<file path="src/design/hpec_pkg.sv">
// ----------------------------------------------------------------------------
// hpec_pkg
// Shared types and constants of the hot pixel event counter.
// ----------------------------------------------------------------------------
`default_nettype none

package hpec_pkg;

    // Item kinds on the request channel
    typedef enum logic [1:0] {
        KIND_EVENT = 2'd0,
        KIND_EOM   = 2'd1,
        KIND_QUERY = 2'd2
    } kind_t;

    // Configuration register indexes
    localparam logic [1:0] CFG_IMAGE_HEIGHT       = 2'd0;
    localparam logic [1:0] CFG_IMAGE_WIDTH        = 2'd1;
    localparam logic [1:0] CFG_THRESHOLD_FRACTION = 2'd2;

    localparam int CFG_INDEX_W = 2;
    localparam int CFG_DATA_W  = 17;

    localparam logic [10:0] HEIGHT_RESET   = 11'd260;
    localparam logic [10:0] WIDTH_RESET    = 11'd346;
    localparam logic [16:0] FRACTION_RESET = 17'd49152;

    // Result status codes
    localparam logic STATUS_OK      = 1'b0;
    localparam logic STATUS_OUTSIDE = 1'b1;

    // Linear pixel index: up to 1023 * 2047 + 1023
    localparam int LIN_W = 21;

    localparam int COUNT_W = 32;
    localparam logic [COUNT_W-1:0] COUNT_MAX = '1;

    // Threshold product: 17-bit fraction times 32-bit message number, >> 16
    localparam int PROD_W = 49;
    localparam int THR_W  = 33;

    typedef struct packed {
        logic [1:0] kind;
        logic [9:0] pixel_x;
        logic [9:0] pixel_y;
    } hpec_in_t;

    typedef struct packed {
        logic [31:0] fire_count;
        logic        is_bad;
        logic        status;
    } hpec_out_t;

    typedef struct packed {
        logic [10:0] image_height;
        logic [10:0] image_width;
        logic [16:0] threshold_fraction;
    } hpec_cfg_t;

    // One pixel store entry
    typedef struct packed {
        logic [31:0] stamp;
        logic [31:0] count;
    } hpec_entry_t;

    localparam int ENTRY_W = $bits(hpec_entry_t);

    typedef enum logic [2:0] {
        ST_CLEAR,
        ST_IDLE,
        ST_CALC,
        ST_READ,
        ST_MODIFY,
        ST_RESP
    } state_t;

endpackage

`default_nettype wire

</file>
<file path="src/design/hpec_cfg.sv">
// ----------------------------------------------------------------------------
// hpec_cfg
// Configuration register file: sensor size and bad-pixel fraction.
// ----------------------------------------------------------------------------
`default_nettype none

module hpec_cfg
    import hpec_pkg::*;
(
    input  wire logic                   aclk,
    input  wire logic                   aresetn,
    input  wire logic                   cfg_valid,
    output logic                        cfg_ready,
    input  wire logic [CFG_INDEX_W-1:0] cfg_index,
    input  wire logic [CFG_DATA_W-1:0]  cfg_data,
    output hpec_cfg_t                   cfg
);

    hpec_cfg_t cfg_reg;
    hpec_cfg_t cfg_next;

    assign cfg_ready = 1'b1;
    assign cfg       = cfg_reg;

    always_comb begin
        cfg_next = cfg_reg;
        if (cfg_valid) begin
            case (cfg_index)
                CFG_IMAGE_HEIGHT:       cfg_next.image_height       = cfg_data[10:0];
                CFG_IMAGE_WIDTH:        cfg_next.image_width        = cfg_data[10:0];
                CFG_THRESHOLD_FRACTION: cfg_next.threshold_fraction = cfg_data;
                default: ;
            endcase
        end
    end

    always_ff @(posedge aclk) begin
        if (!aresetn) begin
            cfg_reg.image_height       <= HEIGHT_RESET;
            cfg_reg.image_width        <= WIDTH_RESET;
            cfg_reg.threshold_fraction <= FRACTION_RESET;
        end else begin
            cfg_reg <= cfg_next;
        end
    end

endmodule

`default_nettype wire

</file>
<file path="config.mk">
export PLATFORM = sky130hd
export DESIGN_NAME = hpec_cfg
export DESIGN_NICKNAME = d
export VERILOG_FILES = /design/src/design/hpec_pkg.sv /design/src/design/hpec_cfg.sv
export SDC_FILE = /design/constraint.sdc
export NUM_CORES = 1
export LEC_CHECK = 0
export BUFFER_PORTS_ARGS = -buffer_cell sky130_fd_sc_hd__buf_2
export CAP_MARGIN = 20
export CORE_ASPECT_RATIO = 1.25
export CORE_UTILIZATION = 30
export DETAILED_ROUTE_END_ITERATION = 16
export GPL_TIMING_DRIVEN = 0
export PLACE_DENSITY_LB_ADDON = 0.15
export RECOVER_POWER = 100
export SYNTH_ARGS = -nofsm -noshare
export SYNTH_HDL_FRONTEND = slang
export SYNTH_SLANG_ARGS = --single-unit
export TNS_END_PERCENT = 30
</file>
<file path="constraint.sdc">
create_clock -name aclk -period 1.3 [get_ports aclk]
set_clock_uncertainty 0.1 [all_clocks]
set_input_delay 0.13 -clock aclk [delete_from_list [all_inputs] [get_ports aclk]]
set_output_delay 0.13 -clock aclk [all_outputs]
set_load 0.02 [all_outputs]
</file>
# == Yosys cells after proc, flatten, opt, wreduce, memory -nomap -nowiden ==
# Index checks and enable logic that the tools add are counted.
# totals
register_bits,39
in_bits,22
output_inout_bits,40
wordCells,9
# classes
eq_ne,2
reduce_logical,4
# ops
cell,n
$reduce_and 2->1,3
$eq 2x1->1 const B,1
$eq 2x2->1 const B,1
$logic_not 2->1,1

# == Longest topological paths before layout ==
# logic_depth
depth_word,2
depth_mapped,4
depth_no_buf,2

# == Least setup slack after synthesis ==
# OpenSTA, ideal clock, no wires.
# synth_path
path_type,input to register
from,input cfg_index[1]
to,register cfg_reg (netlist bit cfg[36])
setup_time_ns,0.121
arrival_time_ns,0.755
required_ns,1.079
slack_ns,0.324
stages,3
n_path_buf,1
path_cell_list,or3b_1 -> buf_6 -> mux2i_1
# synth_between
elab_chain_cells,2
# synth_rtl
item,line,source
"start, declared",hpec_cfg.sv:14,"input wire logic [CFG_INDEX_W-1:0] cfg_index,"
$logic_not 2->1,hpec_cfg.sv:28,case (cfg_index)
$reduce_and 2->1 (no source line),n/a,
"end signal, assigned",hpec_cfg.sv:43,cfg_reg <= cfg_next;
"end, declared",hpec_cfg.sv:19,hpec_cfg_t cfg_reg;
# Every way passes these cells.
# A chain may end at the register's enable or synchronous reset.

# == Worst setup path in the final report ==
# layout_path
from,register cfg_reg (netlist bit cfg[6])
to,output cfg[6] (netlist bit)
# layout_lines
item,line,source
"end, declared",hpec_cfg.sv:16,output hpec_cfg_t cfg
# No word-level cell between the ends.

==> flow_summary_export.csv <==
group,metric,value,unit
clocking,cts_hold_buf,5,
floorplan,io_pins,62,
global_routing,grt_pass1_vias,1260,
setup_path,arrival,0.89,ns
clocking,htree_levels,2,
floorplan,core,0.005080,mm²
layout,synthToLayoutAreaGrowth,29.89,%
clocking,clockBufferDepth,2,
setup_path,cp_num_buf_inv,1,
logic_synthesis,synth_edf_count,0,
place,io_buffers,59,
layout,multi_input_area,674.4,µm²
logic_synthesis,synth_ff_type,"dfxtp_1",
timing,worst_slack,0.1752,ns
pwr,ir_drop,495.5,µV
hold_path,min_path_cells,3,
detailed_routing,vias_per_cell,4.517,
global_routing,grt_pass1_wl,6058,µm
clocking,cts_root_buffer,"clkbuf_8",
place,place.gp.congestion,0.6318,
status,status,"complete, no violations",
timing,setup_viol,0,
timing,maxSlewViolCount,0,
setup_path,crit_family,"flip-flops",
setup_path,path_max_fanout,2,
logic_synthesis,yosysWarnings,0,
pwr,powerDensity,1279,mW/mm²
layout,regArea,780.7,µm²
logic_synthesis,synthTopCellsByArea,"dfxtp_1, mux2i_1, nand2_1",
detailed_routing,antenna_left,0,
detailed_routing,drtIter0Drc,57,
global_routing,grtUsageTotal,14.90,%
logic_synthesis,synth_nets,182,
logic_synthesis,ys_seq_area_share,49.60,%
place,dp_hpwl,2776,µm
floorplan,die_x,66.79,µm
clocking,cts_made_buffers,5,
timing,tightest_slew,0.5800,ns
floorplan,dieArea,0.005542,mm²
clocking,clock-sinks,39,
clocking,post_cts.repair.setup_buffers,0,
clocking,cts_tree,"built",
logic_synthesis,async_reset_ff_share,0,%
floorplan,die_y,82.99,µm
setup_path,cp.depth,1,
clocking,post_cts_resized,0,
logic_synthesis,synth.top_cell.area_share,49.60,%
setup_path,crit_chain,"clkbuf_1",
timing,hold_viol_final,0,
timing,finalCriticalPeriod,1.125,ns
setup_path,cp-end-kind,"primary output",
layout,diodes,0,
setup_path,critPathLaunchType,"register",
hold_path,hp-class,"in -> reg",
layout,postLayoutCoreUtil,40.25,%
logic_synthesis,synth_cells,160,
logic_synthesis,yosysMostFrequentCell,"nand2_1",
run,max_cap_violations,0,
timing,slew-limit-headroom,61.34,%
setup_path,cp.required,1.07,ns
floorplan,core.rowCount,29,
layout,fill_cells,547,
timing,rsz0062_at_grt,"no",
logic_synthesis,synth_top_cell_by_area,"dfxtp_1",
timing,fmax,889.0,MHz
detailed_routing,drtPass1Iterations,4,
setup_path,max_stage_delay,0.37,ns
detailed_routing,wire_per_inst,13.21,µm
setup_path,r2r_cells,2,
global_routing,grt_max_degree,13,
layout,drive_above_1_share,15.09,%
pwr,p_leak,0.0009019,µW
timing,setup_tns,0,ns
clocking,clk_pin_slew,0.08,ns
detailed_routing,vias,1328,
place,place_ws,0.07438,ns
logic_synthesis,synth_commonest_cells,"nand2_1, dfxtp_1, mux2i_1",
layout,nNetsFinal,253,
global_routing,grt-ovfl-total,0,
timing,post-route-period-util,86.53,%
detailed_routing,wirelength,3885,µm
global_routing,antenna_found_initial,0,
logic_synthesis,syn_area,0.001574,mm²
logic_synthesis,yosys_register_bits,39,
clocking,clk_latency,0.29,ns
logic_synthesis,syn_avg_cell_area,9.838,µm²
detailed_routing,route.detailed.drc,0,
setup_path,path_class,"reg -> out",
floorplan,initial_utilization,30.99,%
layout,largest_reg_flops,39,
setup_path,cp_slowest_cell,"dfxtp_1",
logic_synthesis,synth.distinct_cells,18,
-- kinds of logic (layout without fill, tap and decap cells) --
family / Yosys count / count (layout) / synth area share [%]
and+or+nand+nor: 60 / 60 / 19.32
DFF: 39 / 39 / 49.60
muxes: 32 / 32 / 20.35
buffers and inverters: 21 / 93 / 7.154
AOI/OAI and AO/OA: 7 / 7 / 3.339
other: 1 / 1 / 0.2382
-- per-layer routing --
layer | GRT usage, % | routed length, µm | vias to the layer above
met1 | 18.07 | 1761 | 615
li1 | - | - | 668
met4 | 5.803 | 65 | 0
met3 | 4.808 | 209 | 5
met5 | 0 | 0 | -
met2 | 23.88 | 1848 | 40
-- report_power, final --
part	switching, µW	internal, µW	leakage [µW]
clock network	427	621	0.0000612
logic	190	115	0.000523
registers	23.2	1240	0.000318
total	640	1980	0.000902
-- stage by stage --
stage	cell area (µm²)	cells	hold slack (ns)	total power [µW]
after global placement	1947	281	0.2816	1605
after global routing	2044	294	0.03997	2728
final	2044	294	0.03048	2616
after floorplan	1574	160	0.1722	1487
after CTS	2115	294	0.02781	2665
after detailed placement	1947	281	0.2858	1606
-- path summary, 6_finish.rpt --
path / startpoint / endpoint / slack, ns
worst min-delay path: cfg_data[6] / cfg[34] / 0.03
worst max register to register: cfg[36] / cfg[36] / 0.56
worst min register to register: cfg[0] / cfg[0] / 0.36
worst max-delay path: cfg[6] / cfg[6] / 0.18
-- cell usage in the layout, fill, tap and decap left out, drive strengths merged, types with 2 or more instances in the layout --
master and instances:
nor2b 3, and3b 2, dfxtp 39, nand4b 6
mux2i 32, o211ai 7, dlygate4sd3 5, inv 7
buf 25, clkbuf 54, nand2 45
-- area by class of cell --
cell class              instances  share of cell area, %
clock buffers                   6                  4.039
flip-flops and latches         39                  38.19
plain buffers                  14                  3.611
inverters                       7                  1.285
well taps                      62                  3.794
multi-input cells             100                  32.99
clock inverters                 2                  1.714
repair buffers                 64                  14.38
Power figures use the tool's default switching activity.
