### src/design/hpec_pkg.sv
// ----------------------------------------------------------------------------
// hpec_pkg
// Shared types and constants of the hot pixel event counter.
// ----------------------------------------------------------------------------
`default_nettype none

package hpec_pkg;

    // Item kinds on the request channel
    typedef enum logic [1:0] {
        KIND_EVENT = 2'd0,
        KIND_EOM   = 2'd1,
        KIND_QUERY = 2'd2
    } kind_t;

    // Configuration register indexes
    localparam logic [1:0] CFG_IMAGE_HEIGHT       = 2'd0;
    localparam logic [1:0] CFG_IMAGE_WIDTH        = 2'd1;
    localparam logic [1:0] CFG_THRESHOLD_FRACTION = 2'd2;

    localparam int CFG_INDEX_W = 2;
    localparam int CFG_DATA_W  = 17;

    localparam logic [10:0] HEIGHT_RESET   = 11'd260;
    localparam logic [10:0] WIDTH_RESET    = 11'd346;
    localparam logic [16:0] FRACTION_RESET = 17'd49152;

    // Result status codes
    localparam logic STATUS_OK      = 1'b0;
    localparam logic STATUS_OUTSIDE = 1'b1;

    // Linear pixel index: up to 1023 * 2047 + 1023
    localparam int LIN_W = 21;

    localparam int COUNT_W = 32;
    localparam logic [COUNT_W-1:0] COUNT_MAX = '1;

    // Threshold product: 17-bit fraction times 32-bit message number, >> 16
    localparam int PROD_W = 49;
    localparam int THR_W  = 33;

    typedef struct packed {
        logic [1:0] kind;
        logic [9:0] pixel_x;
        logic [9:0] pixel_y;
    } hpec_in_t;

    typedef struct packed {
        logic [31:0] fire_count;
        logic        is_bad;
        logic        status;
    } hpec_out_t;

    typedef struct packed {
        logic [10:0] image_height;
        logic [10:0] image_width;
        logic [16:0] threshold_fraction;
    } hpec_cfg_t;

    // One pixel store entry
    typedef struct packed {
        logic [31:0] stamp;
        logic [31:0] count;
    } hpec_entry_t;

    localparam int ENTRY_W = $bits(hpec_entry_t);

    typedef enum logic [2:0] {
        ST_CLEAR,
        ST_IDLE,
        ST_CALC,
        ST_READ,
        ST_MODIFY,
        ST_RESP
    } state_t;

endpackage

`default_nettype wire

### src/design/hpec_locate.sv
// ----------------------------------------------------------------------------
// hpec_locate
// Registered linear pixel index (x * height + y) and sensor bounds check.
// ----------------------------------------------------------------------------
`default_nettype none

module hpec_locate
    import hpec_pkg::*;
#(
    parameter int MAX_PIXELS = 131072
) (
    input  wire logic      aclk,
    input  wire logic [9:0] pixel_x,
    input  wire logic [9:0] pixel_y,
    input  wire hpec_cfg_t cfg,
    output logic [((MAX_PIXELS > 1) ? $clog2(MAX_PIXELS) : 1)-1:0] index,
    output logic           in_sensor
);

    localparam int ADDR_W = (MAX_PIXELS > 1) ? $clog2(MAX_PIXELS) : 1;

    logic [LIN_W-1:0] lin;
    logic             in_sensor_c;

    assign lin = LIN_W'(pixel_x) * LIN_W'(cfg.image_height) + LIN_W'(pixel_y);

    assign in_sensor_c = ({1'b0, pixel_x} < cfg.image_width)
                      && ({1'b0, pixel_y} < cfg.image_height)
                      && (lin < LIN_W'(MAX_PIXELS));

    always_ff @(posedge aclk) begin
        index     <= lin[ADDR_W-1:0];
        in_sensor <= in_sensor_c;
    end

endmodule

`default_nettype wire

### config.mk
export PLATFORM = sky130hd
export DESIGN_NAME = hpec_locate
export DESIGN_NICKNAME = d
export VERILOG_FILES = /design/src/design/hpec_pkg.sv /design/src/design/hpec_locate.sv
export SDC_FILE = /design/constraint.sdc
export NUM_CORES = 1
export LEC_CHECK = 0
export ABC_AREA = 1
export BUFFER_PORTS_ARGS = -buffer_cell sky130_fd_sc_hd__buf_4
export CAP_MARGIN = 20
export CORE_MARGIN = 2
export CORE_UTILIZATION = 56
export DETAILED_ROUTE_END_ITERATION = 7
export PLACE_DENSITY = 0.82
export RECOVER_POWER = 50
export SYNTH_ARGS = -nofsm -noshare
export SYNTH_HDL_FRONTEND = slang
export SYNTH_SLANG_ARGS = --single-unit
### constraint.sdc
create_clock -name aclk -period 7.2 [get_ports aclk]
set_input_delay 2.16 -clock aclk [delete_from_list [all_inputs] [get_ports aclk]]
set_output_delay 2.16 -clock aclk [all_outputs]
set_load 0.005 [all_outputs]
# ---- Yosys cells after proc, flatten, opt, wreduce, memory -nomap -nowiden
# Cells that the tools add are included.
dict set report classes {
  n_addsub 1
  multipliers 1
  magnitude_cmp 3
  reduce_logical 2
}
# op count
set ops {}
lappend ops {{< comparator 10 x 11 -> 1 bit} 2}
lappend ops {{adder 21 x 10 -> 21 bit} 1}
lappend ops {{< comparator 21 x 18 -> 1 bit, second input constant} 1}
lappend ops {{multiplier 10 x 11 -> 21 bit} 1}
lappend ops {{logical AND 1 bit} 2}
dict set report word_totals {
  ff_bits 18
  input_bits 60
  output_inout_bits 18
  wordCells 9
}

# ---- Longest topological paths before layout
dict set report logic_depth {
  depth_word 4
  mapped_depth 25
  ltp_nobuf 24
}

# ---- Worst setup path after synthesis
# Ideal clock, no wire load.
dict set report synth_path {
  path_type {input -> register}
  startpoint {input cfg[36] (netlist name)}
  endpoint {register in_sensor}
  setup_time_ps 111
  arrival_time_ps 6249
  t_required_ps 7089
  slack_ps 840
  stages 21
  n_path_buf 1
  path_cell_list {clkbuf_1 -> nand2_1 -> fa_1 -> inv_1 -> fa_1 -> fa_1 -> fa_1 -> inv_1 -> fa_1 -> inv_1 -> ha_1 -> nand2_1 -> inv_1 -> a21oi_1 -> nand3_2 -> nand2_1 -> nand2_1 -> nand2_1 -> nand2_1 -> nand2_1 -> nor2_1}
}
dict set report synth_between {
  elab_chain_cells 4
  word_cells_on_any_way 6
  classes_between {add/sub: 1; mul: 1; order compare: 2; reduce/logical: 2}
}
# element line_no
set synth_rtl {}
lappend synth_rtl {{from (decl)} hpec_locate.sv:15} ;# input wire hpec_cfg_t cfg,
lappend synth_rtl {{multiplier 10 x 11 -> 21 bit} hpec_locate.sv:25} ;# assign lin = LIN_W'(pixel_x) * LIN_W'(cfg.image_height) + LIN_W'(pixel_y);
lappend synth_rtl {{adder 21 x 10 -> 21 bit} hpec_locate.sv:25}
lappend synth_rtl {{< comparator 21 x 18 -> 1 bit} hpec_locate.sv:29} ;# && (lin < LIN_W'(MAX_PIXELS));
lappend synth_rtl {{logical AND 1 bit *} hpec_locate.sv:29}
lappend synth_rtl {{named net in_sensor_c} hpec_locate.sv:23} ;# logic in_sensor_c;
lappend synth_rtl {{to (signal assigned)} hpec_locate.sv:33} ;# in_sensor <= in_sensor_c;
lappend synth_rtl {{to (decl)} hpec_locate.sv:17} ;# output logic in_sensor
# Mark *: on every way through the listed nets, which the timed path passes. The rest lies on a longest branch.

# ---- Final worst setup path
dict set report layout_path {
  startpoint {input cfg[28] (netlist name)}
  endpoint {register in_sensor}
}
# Same word-level chain as after synthesis.

==> impl_results.md <==
* Finished Layout Cells at 873
* RSZ-0062 raised after global routing: no
* Initial antenna violation count at 0
* CTS tree: yes
* Pwr dens at 342 nW/um^2
* Leakage power at 3.71 nW
* Met2 WL at between 6000 and 7000 um
* Fmax achieved at 155 MHz
* Crit path DAT at 6620 ps
* Worst path cell trace: clkbuf_1, nand2_1, fa_1, fa_1, inv_1, fa_1, fa_1, inv_1, fa_1, inv_1, ha_1, nand2_1, inv_1, a21oi_2, nand2_2, nand2_2, nand2_2, nand2_1, nand2_1, nor2_1, nand2_1, nor2_1
* Flop pwr share at 9.2%
* Core area at 9110 um^2
* Initial DRC count at 155
* # rows at 35
* Sink Count at 18
* Slowest stage cell, crit path: fa_1
* Worst-Margin Slew at 562 ps
* Switching Fraction at between 50% and 60%
* Final wirelength at 11400 um
* Leading area contributor after synthesis: fa_1
* Comb pwr share at 87.4%
* Worst setup EP type: register
* Post-DP HPWL at 9880 um
* Synth unique cells at 24
* Placed Instances at 870
* Internal at 0.886 mW
* Via count at 4461
* Die Wd at 100 um
* Starting Density at a little under three fifths
* Area of the multi-input gates at 3880 um^2
* Root buf cell: clkbuf_8
* Period minus WS final at 6430 ps
* Post-Route M1 WL at 4360 um
* Pins over their slew limit at 0
* CTS Buf Count at 3
* Tot GR Track Use at 23.7%
* Ys Warns at 0
* Synth Instances at 720
* Area grow syn2layout at 10.6%
* DP Area at 5680 um^2
* Period Utilization, post-route at 89.3%
* Largest delay share family, worst path: adder cells
* Sum Neg Setup Slack at 0 ps
* Vias/cell at 5.11
* Share of cells above drive strength 1 at between 9 and 10%
* DR pass1 iterations at 4
* Top Metal Used: met4
* Nets at 982
* Setup Buffers After CTS at 0
* Worst-path clk slew at 60 ps
* Critical path required time at 7390 ps
* Die Span Y at 100 um
* WL met3 at between 400 and 500 um
* Post-route DRC at 0
* Post-CTS Hold Buffers at 0
* Worst path bufs/invs at 5
* Tightest Hold Check Type: input pin to register
* Register area at 360 um^2
* Maxcap violations at 0
* Syn nets at 938
* Fill cell count at 810
* Synth top area share at 31.0%
* Final Hold Fails at 0
* DRT antenna net count at 0
* Critical path class: input pin to register
* Synth Area per Inst at 7.18 um^2
* FFs w/ async S/R, synth at 0%
* Slew HR at 62.5%
* Count leader, synth: inv_1
* Antenna Cells at 0
* DR WL/cell at around 13 um
* First-pass GRT wire length at 19400 um
* Mapped Area at 5170 um^2
* GRT overflow at 0
* Sequential area share after synthesis at 6.97%
* Setup Viol. Count Final at 0
* Clock Tree Buf Depth at 2
* Number of synthesized flops with an enable pin at 0
* Top cells by area, synth: fa_1 (31%), ha_1 (19%), inv_1 (16%)
* Clock network power share at under 10%
* GPL Wtd Cong at 0.923
* Die Area at between 10000 and 15000 um^2
* H-tree levels at 1
* Post-synth top cells: inv_1 (226), nand2_1 (205), fa_1 (80)
* CTS resizes at 0
* Synth Register Bits at 18
* Design area at 5720 um^2
* CP peak stage delay at 540 ps
* Status: finished, final reports clean
* Main flop type after synthesis: dfxtp_1
* Ports at 78
* Critical path startpoint category: input pin
* Largest net degree at the start of global routing at 13
* Max VDD drop at around 0.24 mV
* Port Buffers at 60
* Crit-path max FO at 11
* Psw at 1.07 mW
* Vias in the first global route at 4594
metal layers:
layer | global-route usage (%) | vias up
met5 | 0 | -
met1 | 28.7 | 2170
met3 | 2.09 | 26
li1 | - | 2141
met2 | 44.8 | 124
met4 | 7.17 | 0
cell families after synthesis:
kind of cell    share of synthesized area (%)
xor+xnor                                 2.54
compound gates                           2.78
flops                                    6.97
simple gates                             19.9
buf+inv                                  17.9
fa+ha+maj                                49.8
state kept, by name (all words and copies together), names as in the netlist:
register,cells
in_sensor,1
index,17
area by class of cell:
type / instances / area share, %
clock buffers: 3 / 0.722
inverters: 226 / 14.8
multi-input cells: 455 / 67.9
flip-flops and latches: 18 / 6.30
well taps: 111 / 2.43
repair buffers: 60 / 7.81
final timing paths:
kind,from,end,depth (start not counted)
setup / recovery,cfg[28],in_sensor$_DFF_P_,22
hold / removal,pixel_y[0],index[0]$_DFF_P_,2
metrics by stage:
stage                     utilization (%)  hold WS [ps]  total power [mW]  setup WS, ps
after global placement               62.4          2390              1.83           662
after CTS                            62.8          2150              1.98           886
after detailed placement             62.4          2410              1.89           631
final                                62.8          2150              1.96           768
after floorplan                         -          2290              1.45           840
after global routing                 62.8          2150              2.21           436
placed cells by master, fill, tap and decap left out, types with 14 or more instances in the layout:
master    count
nor2_1       22
fa_1         80
buf_4        42
nand2_1     205
dfxtp_1      18
ha_1         78
nand3_1      14
a21oi_1      17
inv_1       226
clkbuf_4     17
power by group through the flow:
stage               clock network, mW  registers, mW  logic, mW
floorplan                           0          0.189       1.26
global placement                    0          0.182       1.65
detailed placement                  0          0.184       1.71
CTS                            0.0683          0.182       1.73
global route                   0.0743          0.184       1.95
finish                         0.0661          0.180       1.71
No activity file was read; power rests on OpenSTA's default activity.
